===== src/tft_pkg.sv =====
`default_nettype none
package tft_pkg;

  localparam int POS_BITS = 24;
  localparam int LEN_BITS = 16;
  localparam int WIN_BITS = 64;

  localparam logic [POS_BITS-1:0] POS_MAX = {POS_BITS{1'b1}};
  localparam logic [LEN_BITS-1:0] LEN_MAX = {LEN_BITS{1'b1}};

  localparam logic [WIN_BITS-1:0] WORD_TEMPLATE = 64'h7465_6D70_6C61_7465;
  localparam logic [39:0]         WORD_ARRAY    = 40'h61_7272_6179;
  localparam logic [LEN_BITS-1:0] LEN_TEMPLATE  = LEN_BITS'(8);
  localparam logic [LEN_BITS-1:0] LEN_ARRAY     = LEN_BITS'(5);

  localparam logic [7:0] CH_LBRACE  = 8'h7B;
  localparam logic [7:0] CH_RBRACE  = 8'h7D;
  localparam logic [7:0] CH_COMMA   = 8'h2C;
  localparam logic [7:0] CH_SEMI    = 8'h3B;
  localparam logic [7:0] CH_LT      = 8'h3C;
  localparam logic [7:0] CH_GT      = 8'h3E;
  localparam logic [7:0] CH_LSQUARE = 8'h5B;
  localparam logic [7:0] CH_RSQUARE = 8'h5D;
  localparam logic [7:0] CH_DQUOTE  = 8'h22;
  localparam logic [7:0] CH_PLUS    = 8'h2B;
  localparam logic [7:0] CH_MINUS   = 8'h2D;
  localparam logic [7:0] CH_DOT     = 8'h2E;
  localparam logic [7:0] CH_USCORE  = 8'h5F;

  localparam logic [3:0] KIND_LBRACE     = 4'd0;
  localparam logic [3:0] KIND_RBRACE     = 4'd1;
  localparam logic [3:0] KIND_COMMA      = 4'd2;
  localparam logic [3:0] KIND_SEMI       = 4'd3;
  localparam logic [3:0] KIND_TEMPLATE   = 4'd4;
  localparam logic [3:0] KIND_ARRAY      = 4'd5;
  localparam logic [3:0] KIND_IDENT      = 4'd6;
  localparam logic [3:0] KIND_UUID       = 4'd7;
  localparam logic [3:0] KIND_BRACKETS   = 4'd8;
  localparam logic [3:0] KIND_STRING     = 4'd9;

  typedef enum logic [2:0] {
    MODE_IDLE    = 3'd0,
    MODE_IDENT   = 3'd1,
    MODE_UUID    = 3'd2,
    MODE_BRACKET = 3'd3,
    MODE_BRWORD  = 3'd4,
    MODE_STRING  = 3'd5
  } lex_mode_t;

  typedef struct packed {
    logic [7:0] data_byte;
    logic       end_of_stream;
  } in_item_t;

  typedef struct packed {
    logic [3:0]          token_kind;
    logic [POS_BITS-1:0] token_start;
    logic [LEN_BITS-1:0] token_length;
    logic                last_of_run;
  } out_item_t;

  typedef struct packed {
    logic [1:0] cnt;
    out_item_t  tok0;
    out_item_t  tok1;
  } tok_pair_t;

  function automatic logic is_normal(input logic [7:0] c);
    is_normal = (c >= 8'h61 && c <= 8'h7A) || (c >= 8'h41 && c <= 8'h5A) ||
                (c >= 8'h30 && c <= 8'h39) || c == CH_PLUS || c == CH_MINUS ||
                c == CH_DOT || c == CH_USCORE;
  endfunction

  function automatic logic is_punct(input logic [7:0] c);
    is_punct = c == CH_LBRACE || c == CH_RBRACE || c == CH_COMMA || c == CH_SEMI;
  endfunction

  function automatic logic [3:0] punct_kind(input logic [7:0] c);
    logic [3:0] k;
    k = KIND_SEMI;
    if (c == CH_LBRACE) k = KIND_LBRACE;
    else if (c == CH_RBRACE) k = KIND_RBRACE;
    else if (c == CH_COMMA) k = KIND_COMMA;
    punct_kind = k;
  endfunction

endpackage
`default_nettype wire


===== src/tft_lexer.sv =====
`default_nettype none
module tft_lexer
  import tft_pkg::*;
(
  input  wire logic      clk,
  input  wire logic      rst_n,
  input  wire logic      adv,
  input  wire in_item_t  item,
  output tok_pair_t      toks
);

  lex_mode_t           mode_r,  mode_nxt;
  logic [POS_BITS-1:0] pos_r,   pos_nxt;
  logic [POS_BITS-1:0] begin_r, begin_nxt;
  logic [LEN_BITS-1:0] count_r, count_nxt;
  logic [WIN_BITS-1:0] win_r,   win_nxt;

  logic [7:0]          c;
  logic [POS_BITS-1:0] pos_inc;
  logic [LEN_BITS-1:0] count_inc;
  logic [3:0]          word_kind;
  logic [1:0]          n;
  logic [3:0]          k0, k1;
  logic [POS_BITS-1:0] s0, s1;
  logic [LEN_BITS-1:0] l0, l1;

  assign c         = item.data_byte;
  assign pos_inc   = (pos_r == POS_MAX) ? POS_MAX : pos_r + POS_BITS'(1);
  assign count_inc = (count_r == LEN_MAX) ? LEN_MAX : count_r + LEN_BITS'(1);

  always_comb begin
    if (count_r == LEN_TEMPLATE && win_r == WORD_TEMPLATE) begin
      word_kind = KIND_TEMPLATE;
    end else if (count_r == LEN_ARRAY && win_r[39:0] == WORD_ARRAY) begin
      word_kind = KIND_ARRAY;
    end else begin
      word_kind = KIND_IDENT;
    end
  end

  always_comb begin
    mode_nxt  = mode_r;
    pos_nxt   = pos_inc;
    begin_nxt = begin_r;
    count_nxt = count_r;
    win_nxt   = win_r;
    n  = 2'd0;
    k0 = KIND_IDENT;
    s0 = begin_r;
    l0 = count_r;
    k1 = punct_kind(c);
    s1 = pos_r;
    l1 = LEN_BITS'(1);
    case (mode_r)
      MODE_IDENT: begin
        if (is_normal(c)) begin
          count_nxt = count_inc;
          win_nxt   = {win_r[WIN_BITS-9:0], c};
        end else begin
          n  = 2'd1;
          k0 = word_kind;
          if (is_punct(c)) begin
            mode_nxt = MODE_IDLE;
            n        = 2'd2;
          end else if (c == CH_LT) begin
            mode_nxt  = MODE_UUID;
            begin_nxt = pos_inc;
            count_nxt = '0;
          end else if (c == CH_LSQUARE) begin
            mode_nxt  = MODE_BRACKET;
            begin_nxt = pos_inc;
            count_nxt = '0;
          end else begin
            mode_nxt = MODE_IDLE;
          end
        end
      end
      MODE_UUID: begin
        if (c == CH_GT) begin
          mode_nxt = MODE_IDLE;
          n        = 2'd1;
          k0       = KIND_UUID;
        end else begin
          count_nxt = count_inc;
        end
      end
      MODE_BRACKET, MODE_BRWORD: begin
        if (c == CH_RSQUARE) begin
          mode_nxt = MODE_IDLE;
          n        = 2'd1;
          k0       = KIND_BRACKETS;
        end else if (is_normal(c)) begin
          count_nxt = count_inc;
          mode_nxt  = MODE_BRWORD;
        end else begin
          mode_nxt = MODE_BRACKET;
        end
      end
      MODE_STRING: begin
        if (c == CH_DQUOTE) begin
          mode_nxt = MODE_IDLE;
          n        = 2'd1;
          k0       = KIND_STRING;
        end else begin
          count_nxt = count_inc;
        end
      end
      default: begin
        mode_nxt = MODE_IDLE;
        if (is_punct(c)) begin
          n  = 2'd1;
          k0 = punct_kind(c);
          s0 = pos_r;
          l0 = LEN_BITS'(1);
        end else if (c == CH_LT) begin
          mode_nxt  = MODE_UUID;
          begin_nxt = pos_inc;
          count_nxt = '0;
        end else if (c == CH_LSQUARE) begin
          mode_nxt  = MODE_BRACKET;
          begin_nxt = pos_inc;
          count_nxt = '0;
        end else if (c == CH_DQUOTE) begin
          mode_nxt  = MODE_STRING;
          begin_nxt = pos_inc;
          count_nxt = '0;
        end else if (is_normal(c)) begin
          mode_nxt  = MODE_IDENT;
          begin_nxt = pos_r;
          count_nxt = LEN_BITS'(1);
          win_nxt   = {{(WIN_BITS-8){1'b0}}, c};
        end
      end
    endcase
    if (item.end_of_stream) begin
      mode_nxt  = MODE_IDLE;
      pos_nxt   = '0;
      begin_nxt = '0;
      count_nxt = '0;
      win_nxt   = '0;
    end
  end

  always_comb begin
    toks.cnt  = n;
    toks.tok0 = '{token_kind: k0, token_start: s0, token_length: l0,
                  last_of_run: (n == 2'd1)};
    toks.tok1 = '{token_kind: k1, token_start: s1, token_length: l1,
                  last_of_run: 1'b1};
  end

  always_ff @(posedge clk) begin
    if (!rst_n) begin
      mode_r  <= MODE_IDLE;
      pos_r   <= '0;
      begin_r <= '0;
      count_r <= '0;
      win_r   <= '0;
    end else if (adv) begin
      mode_r  <= mode_nxt;
      pos_r   <= pos_nxt;
      begin_r <= begin_nxt;
      count_r <= count_nxt;
      win_r   <= win_nxt;
    end
  end

endmodule
`default_nettype wire


===== src/tft_tok_fifo.sv =====
`default_nettype none
module tft_tok_fifo
  import tft_pkg::*;
(
  input  wire logic      clk,
  input  wire logic      rst_n,
  input  wire logic      push,
  input  wire tok_pair_t toks,
  output logic           room2,
  output logic           out_valid,
  input  wire logic      out_stall,
  output out_item_t      out_item
);

  out_item_t  mem_r [4];
  logic [1:0] wr_r, wr_nxt;
  logic [1:0] rd_r, rd_nxt;
  logic [2:0] cnt_r, cnt_nxt;
  logic [1:0] n_in;
  logic       pop;

  assign room2     = cnt_r <= 3'd2;
  assign out_valid = cnt_r != 3'd0;
  assign out_item  = mem_r[rd_r];
  assign pop       = out_valid && !out_stall;
  assign n_in      = push ? toks.cnt : 2'd0;

  always_comb begin
    wr_nxt  = wr_r + n_in;
    rd_nxt  = rd_r + {1'b0, pop};
    cnt_nxt = cnt_r + {1'b0, n_in} - {2'b00, pop};
  end

  always_ff @(posedge clk) begin
    if (!rst_n) begin
      wr_r  <= '0;
      rd_r  <= '0;
      cnt_r <= '0;
    end else begin
      wr_r  <= wr_nxt;
      rd_r  <= rd_nxt;
      cnt_r <= cnt_nxt;
    end
  end

  always_ff @(posedge clk) begin
    if (n_in != 2'd0) begin
      mem_r[wr_r] <= toks.tok0;
    end
    if (n_in == 2'd2) begin
      mem_r[wr_r + 2'd1] <= toks.tok1;
    end
  end

endmodule
`default_nettype wire


===== src/text_format_tokenizer_core.sv =====
// Channel   Direction  Payload      Handshake
// in_       input      in_item_t    in_valid / in_stall
// out_      output     out_item_t   out_valid / out_stall
//
// One byte per cycle while in_stall is low. Each byte is registered, then
// the lexer step writes its zero, one or two tokens into a four-entry token
// queue; a token written to an empty queue shows on out_ the cycle after.
// The lexer step waits while the queue has fewer than two free entries.
// Reset is synchronous on rst_n and clears lexer state and the queue.
`default_nettype none
module text_format_tokenizer_core
  import tft_pkg::*;
(
  input  wire logic     clk,
  input  wire logic     rst_n,
  input  wire logic     in_valid,
  output logic          in_stall,
  input  wire in_item_t in_item,
  output logic          out_valid,
  input  wire logic     out_stall,
  output out_item_t     out_item
);

  logic      full_r;
  in_item_t  item_r;
  logic      adv;
  logic      room2;
  tok_pair_t toks;

  assign adv      = full_r && room2;
  assign in_stall = full_r && !room2;

  always_ff @(posedge clk) begin
    if (!rst_n) begin
      full_r <= 1'b0;
    end else if (!in_stall) begin
      full_r <= in_valid;
    end
  end

  always_ff @(posedge clk) begin
    if (in_valid && !in_stall) begin
      item_r <= in_item;
    end
  end

  tft_lexer u_lexer (
    .clk   (clk),
    .rst_n (rst_n),
    .adv   (adv),
    .item  (item_r),
    .toks  (toks)
  );

  tft_tok_fifo u_fifo (
    .clk       (clk),
    .rst_n     (rst_n),
    .push      (adv),
    .toks      (toks),
    .room2     (room2),
    .out_valid (out_valid),
    .out_stall (out_stall),
    .out_item  (out_item)
  );

endmodule
`default_nettype wire

===== config.mk =====
export PLATFORM = sky130hd
export DESIGN_NAME = text_format_tokenizer_core
export DESIGN_NICKNAME = d
export VERILOG_FILES = /design/src/tft_pkg.sv /design/src/tft_lexer.sv /design/src/tft_tok_fifo.sv /design/src/text_format_tokenizer_core.sv
export SDC_FILE = /design/constraint.sdc
export NUM_CORES = 1
export LEC_CHECK = 0
export BUFFER_PORTS_ARGS = -buffer_cell sky130_fd_sc_hd__buf_2
export CORE_MARGIN = 5
export CORE_UTILIZATION = 63
export DETAILED_ROUTE_END_ITERATION = 8
export PLACE_DENSITY = 0.86
export SYNTH_ARGS = -nofsm -noshare
export SYNTH_HDL_FRONTEND = slang
export SYNTH_HIERARCHICAL = 1
export SYNTH_SLANG_ARGS = --single-unit

===== constraint.sdc =====
create_clock -name clk -period 6.55 [get_ports clk]
set_input_delay 0.3275 -clock clk [delete_from_list [all_inputs] [get_ports clk]]
set_output_delay 0.3275 -clock clk [all_outputs]
set_load 0.05 [all_outputs]

==> impl_metrics.toml, run 1 <==
[global_routing]
grt_pass1_vias = 12100
grt_max_degree = 88
grt_pass1_wl_um = 66200
antenna_found_initial = 0
gr-total-overflow = 0
grtUsageTotal_pct = 26.7

[logic_synthesis]
seq_area_frac_synth_pct = 49.5
netlist.area_leader.share_pct = 33.2
syn_area_per_cell_sq_um = 11.6
synth_async_sr_flop_share_pct = 0
syn_area_sq_mm = 0.0171
synthTopCellsByArea = "edfxtp_1, dfxtp_1, mux2_2"
yosysTopAreaCell = "edfxtp_1"
synthCells = 1477
yosys_register_bits = 328
synth_edf_count = 189
synth_ff_type = "edfxtp_1"
synth.distinct_cells = 93
ys_warn_count = 6

[timing]
rsz0062_at_grt = "no"
finalHoldViolations = 0
setup_viol = 0
tightest_slew_ns = 1.19
skew_ns = 0.0171
min_period_ns = 4.53
hold_slack_ns = 0.0368
maxSlewViolCount = 0
fmax_mhz = 221
tns_ns = 0
relSlewSlack_pct = 20.5
fin_crit_sh_pct = 69.2

[setup_path]
startpoint_type = "flop"
end_kind = "flop"
cp.arrival_ns = 4.79
worstSetupPathType = "flop to flop"
timing.rr.start = "item_r[3]"
required_ns = 6.81
worstSetupStartpoint = "item_r[3]"
cp_max_fo = 42
rrSetupSlack_ns = 2.02

[cells_and_area]
multi_input_area_sq_mm = 0.00797
regArea_sq_mm = 0.00846
fin_util_pct = 69.4
final_layout_size_suffix_gt1_share_pct = 27.3
num-fill-cells = 1694
antenna_cells = 0
finalNetCount = 1508
syn_to_final_growth_pct = 8.90

[floorplan]
core_sq_mm = 0.0268
die_x_um = 175
fp-row-count = 60
dieArea_sq_mm = 0.0305
initial_core_util_pct = 63.7
pin_count = 60
die_h_um = 175

[clock_network]
cts.repair.resized = 0
htreeDepth = 2
clock_sinks = 328
ctsHoldBuffers = 9
post_cts_buffers = 0
cts-root-buf = "clkbuf_16"
cts_tree = "built"
clock_latency_ns = 0.52
cts_buffers = 36
clk_path_buf_depth = 3
clk_pin_slew_worst_paths_ns = 0.06

[detailed_routing]
postRouteAntennaNets = 0
vias = 12400
avgViaCountPerCell = 6.69
post_drt_wl_per_cell_um = 22.2
routed_wl_um = 41200
drt_iter0_markers = 1489
drc = 0
first_pass_iters = 6

[power]
power_mw = 5.04
p_clk_share_pct = 38.8
vdd_ir_drop_max_uv = 228
power_density_mw_per_mm2 = 271
comb_power_share_pct = 15.9
switching_share_pct = 28.5
leakagePower_nw = 6.49
power.switching_mw = 1.43
intPower_mw = 3.60
pwr-share-seq_pct = 45.3

[hold_path]
hold_start = "in_valid"
min_path_type = "primary input to flop"

[outcome]
status = "completed"

[place]
hpwl_um = 24600
io_buffers = 59
gp_congestion = 0.922

[job]
cap_violations = 0
-- per-layer routing --
metal	track usage (%)	vias to the layer above	part of all wire, %
met1	36.7	6048	39
met4	7.33	0	2.4
li1	-	5584	-
met2	44.5	676	49
met5	0	-	0
met3	4.33	98	9.2
-- placed cells by master, fill, tap and decap left out, types with 19 or more instances in the layout --
cell and count:
buf_2 59, nor2_1 52, a21oi_1 79, dfxtp_1 137, mux2_2 164, nor3_1 21, edfxtp_1 189, mux4_2 45
conb_1 19, nand2_1 125, mux2_4 40, o21ai_0 97, clkbuf_16 39, nand3_1 101
-- final cells by class --
cell class	count	share of cell area (%)
Clock buffer	50	5.52
Timing Repair Buffer	86	2.80
Clock inverter	15	0.673
Multi-Input combinational cell	1017	42.9
Inverter	18	0.363
Sequential cell	328	45.5
Tap cell	341	2.29
-- registers in the layout, summed over array words and instances (netlist names), 3 cells and up --
signal / cells
u_fifo/mem_r: 180
u_lexer/begin_r: 24
u_lexer/count_r: 16
u_fifo/cnt_r: 3
u_lexer/pos_r: 24
item_r: 9
u_lexer/win_r: 64
u_lexer/mode_r: 3
-- stage by stage --
step                worst slack, ns  std cells  cell area [sq um]
finish                         2.02       1855              18600
global route                   1.73       1855              18600
CTS                            2.10       1855              18600
detailed placement             2.12       1781              17400
global placement               2.32       1781              17400
floorplan                      1.75       1494              17100
-- worst paths after layout --
path	to	cells after the start
hold / removal	full_r	2
setup / recovery	u_fifo/mem_r[1][25]	10
hold reg to reg	u_lexer/win_r[60]	2
setup reg to reg	u_fifo/mem_r[1][25]	10
-- power by group through the flow --
stage	logic [mW]	registers, mW	clock network (mW)
after floorplan	0.717	2.24	0
after global routing	0.843	2.30	2.07
after CTS	0.799	2.29	1.97
after global placement	0.780	2.33	0
after detailed placement	0.790	2.33	0
final	0.801	2.28	1.95
-- cell usage after synthesis (9+ instances only) --
| library cell | n |
|---|---|
| edfxtp_1 | 189 |
| mux2_2 | 164 |
| dfxtp_1 | 139 |
| nand2_1 | 125 |
| nand3_1 | 101 |
| o21ai_0 | 97 |
| a21oi_1 | 79 |
| clkbuf_1 | 66 |
| nor2_1 | 55 |
| mux4_2 | 45 |
| mux2_4 | 40 |
| buf_2 | 30 |
| nor3_1 | 21 |
| buf_4 | 20 |
| and3_1 | 18 |
| inv_1 | 17 |
| nor2b_1 | 17 |
| a31oi_1 | 14 |
| a211oi_1 | 13 |
| and2_1 | 12 |
| o31ai_1 | 11 |
| o21bai_1 | 9 |
-- kinds of logic (layout without fill, tap and decap cells) --
| kind of cell | Yosys count | in the layout | share of synthesized area (%) |
|---|---|---|---|
| other | 2 | 19 | 0.0440 |
| muxes | 257 | 257 | 20.7 |
| xor gates and xnor gates | 7 | 7 | 0.359 |
| buffers and inverters | 149 | 169 | 4.52 |
| and+or+nand+nor | 430 | 430 | 13.5 |
| adders and majority gates | 8 | 8 | 0.630 |
| AOI/OAI and AO/OA | 296 | 296 | 10.7 |
| DFF | 328 | 328 | 49.5 |
-- worst max-delay path: stages, from the launching register on --
cell	delay, ns
edfxtp_1	0.55
xnor2_1	0.24
nand4b_1	0.38
a31oi_4	0.13
buf_4	0.31
nor3b_2	0.37
o21ai_0	0.32
nand3b_4	0.31
nor3_4	0.66
buf_4	0.57
mux2_2	0.41
(Power assumes the default switching activity.)
==> run 2, diff against run 1 <==
==> constraint.sdc (replaced) <==
create_clock -name clk -period 4.7 [get_ports clk]
set_input_delay 0.235 -clock clk [delete_from_list [all_inputs] [get_ports clk]]
set_output_delay 0.235 -clock clk [all_outputs]
set_load 0.05 [all_outputs]
==> run 2 against run 1 <==
Global-route usage grew 0.98 points. Power is 43% higher. Clock power up 48%. Sequential cell count did not move.
==> impl_metrics.toml, run 2 (synthesized netlist as in run 1, its figures left out) <==
[outcome]
status = "completed"

[setup_path]
path_cells = "or4_1 -> o22ai_1 -> or3b_1 -> nand3_4 -> nand2b_1 -> nor2_1 -> nand3b_4 -> nor2_4 -> buf_12 -> mux2_2"
end_kind = "flop"
cp_max_fo = 24
worstSetupPathType = "flop to flop"
cp.arrival_ns = 4.38
startpoint_type = "flop"
critPathSlowestCell = "nor2_4"
max_stage_delay_ns = 0.75
required_ns = 4.96

[cells_and_area]
largest_reg_flops = 180
regArea_sq_mm = 0.00846
multi_input_area_sq_mm = 0.00797
final_area_sq_mm = 0.0188
syn_to_final_growth_pct = 10.2
layout_commonest_cell = "edfxtp_1"
antenna_cells = 0
num-fill-cells = 1710
layout_common_cells = "edfxtp_1, mux2_2, dfxtp_1"
finalNetCount = 1519
max_flop_register = "u_fifo/mem_r"
top_regs = "u_fifo/mem_r x180, u_lexer/win_r x64"
final_layout_size_suffix_gt1_share_pct = 27.8
fin_cells = 1866

[detailed_routing]
avgViaCountPerCell = 6.71
drc = 0
postRouteAntennaNets = 0
vias = 12500
first_pass_iters = 5
drt_iter0_markers = 1595
post_drt_wl_per_cell_um = 23.0
routed_wl_um = 42900

[timing]
fin_crit_sh_pct = 87.7
setup_viol = 0
rsz0062_at_grt = "no"
relSlewSlack_pct = 20.6
worst_slack_ns = 0.577
fmax_mhz = 243
min_period_ns = 4.12
tns_ns = 0
maxSlewViolCount = 0
tightest_slew_ns = 1.19
hold_slack_ns = 0.306
finalHoldViolations = 0
skew_ns = 0.0308

[global_routing]
grtUsageTotal_pct = 27.7
gr-total-overflow = 0
grt_max_degree = 114
grt_pass1_wl_um = 68400
grt_pass1_vias = 12100
antenna_found_initial = 0

[job]
cap_violations = 0

[floorplan]
die_h_um = 175
die_x_um = 175
core_sq_mm = 0.0268
initial_core_util_pct = 63.7
pin_count = 60
fp-row-count = 60
dieArea_sq_mm = 0.0305

[power]
power_density_mw_per_mm2 = 382
leakagePower_nw = 6.59
vdd_ir_drop_max_uv = 294

[place]
placed_cells = 1791
io_buffers = 59
hpwl_um = 25300
placedInstanceArea_sq_mm = 0.0175
dp_slack_ns = 0.759
gp_congestion = 0.907

[clock_network]
cts.repair.resized = 0
clk_path_buf_depth = 3
clock_latency_ns = 0.53
clk_pin_slew_worst_paths_ns = 0.06
cts_buffers = 35
clock_sinks = 328
post_cts_buffers = 0
cts_tree = "built"
cts-root-buf = "clkbuf_16"
htreeDepth = 2

[hold_path]
min_path_type = "primary input to flop"
==> run 2: cell types whose count changed in the layout (fill, tap and decap cells not counted), moves of 2 or more <==
cell / change
clkinv_2: -6
dlygate4sd3_1: +2
clkbuf_8: +4
bufinv_16: +2
buf_12: +5
buf_4: +5
==> run 2: metrics by stage <==
stage	utilization, %	power [mW]
final	70.2	7.19
after global routing	70.2	7.42
after CTS	70.2	7.21
after detailed placement	65.3	4.35
after global placement	65.3	4.34
after floorplan	-	4.12
==> run 2: area by class of cell <==
class,count,area share [%]
tap,341,2.27
inverter,18,0.359
timing repair buffer,98,3.60
clock buffer,53,5.62
sequential,328,45.0
clock inverter,11,0.811
multi-input combinational,1017,42.4
==> run 2: final timing paths <==
path	from	to	slack, ns	depth (start not counted)
worst min-delay path	rst_n	full_r	0.31	3
worst max-delay path	item_r[3]	u_fifo/mem_r[0][28]	0.58	10
worst max register to register	item_r[3]	u_fifo/mem_r[0][28]	0.58	10
worst min register to register	u_lexer/win_r[57]	u_lexer/win_r[57]	0.46	2
==> run 2: power by group <==
part | switching [mW] | leakage [nW] | internal [mW] | total [mW]
clock | 1.15 | 0.585 | 1.73 | 2.88
sequential | 0.132 | 2.80 | 3.05 | 3.18
combinational | 0.745 | 3.20 | 0.381 | 1.13
==> run 2: metal layers <==
metal / routed length (um) / share of wire, % / vias to the layer above / GRT usage, %
met5: 0 / 0 / - / 0
met4: 1290 / 3.0 / 0 / 8.41
met3: 3460 / 8.1 / 116 / 3.94
met2: 20900 / 49 / 706 / 46.2
met1: 17300 / 40 / 6090 / 38.0
li1: - / - / 5608 / -
==> run 2: what timing repair did <==
item | CTS | global route
hold buffers | 11 | 0
setup endpoints to repair | 0 | 0
hold endpoints to repair | 11 | 0
==> run 2: worst max-delay path: cells and delay by family, from the launching register on <==
kind            cells  cell delay (ns)
mux                 1             0.37
buf+inv             1             0.28
simple gates        7             2.47
compound gates      1             0.17
flops               1             0.54
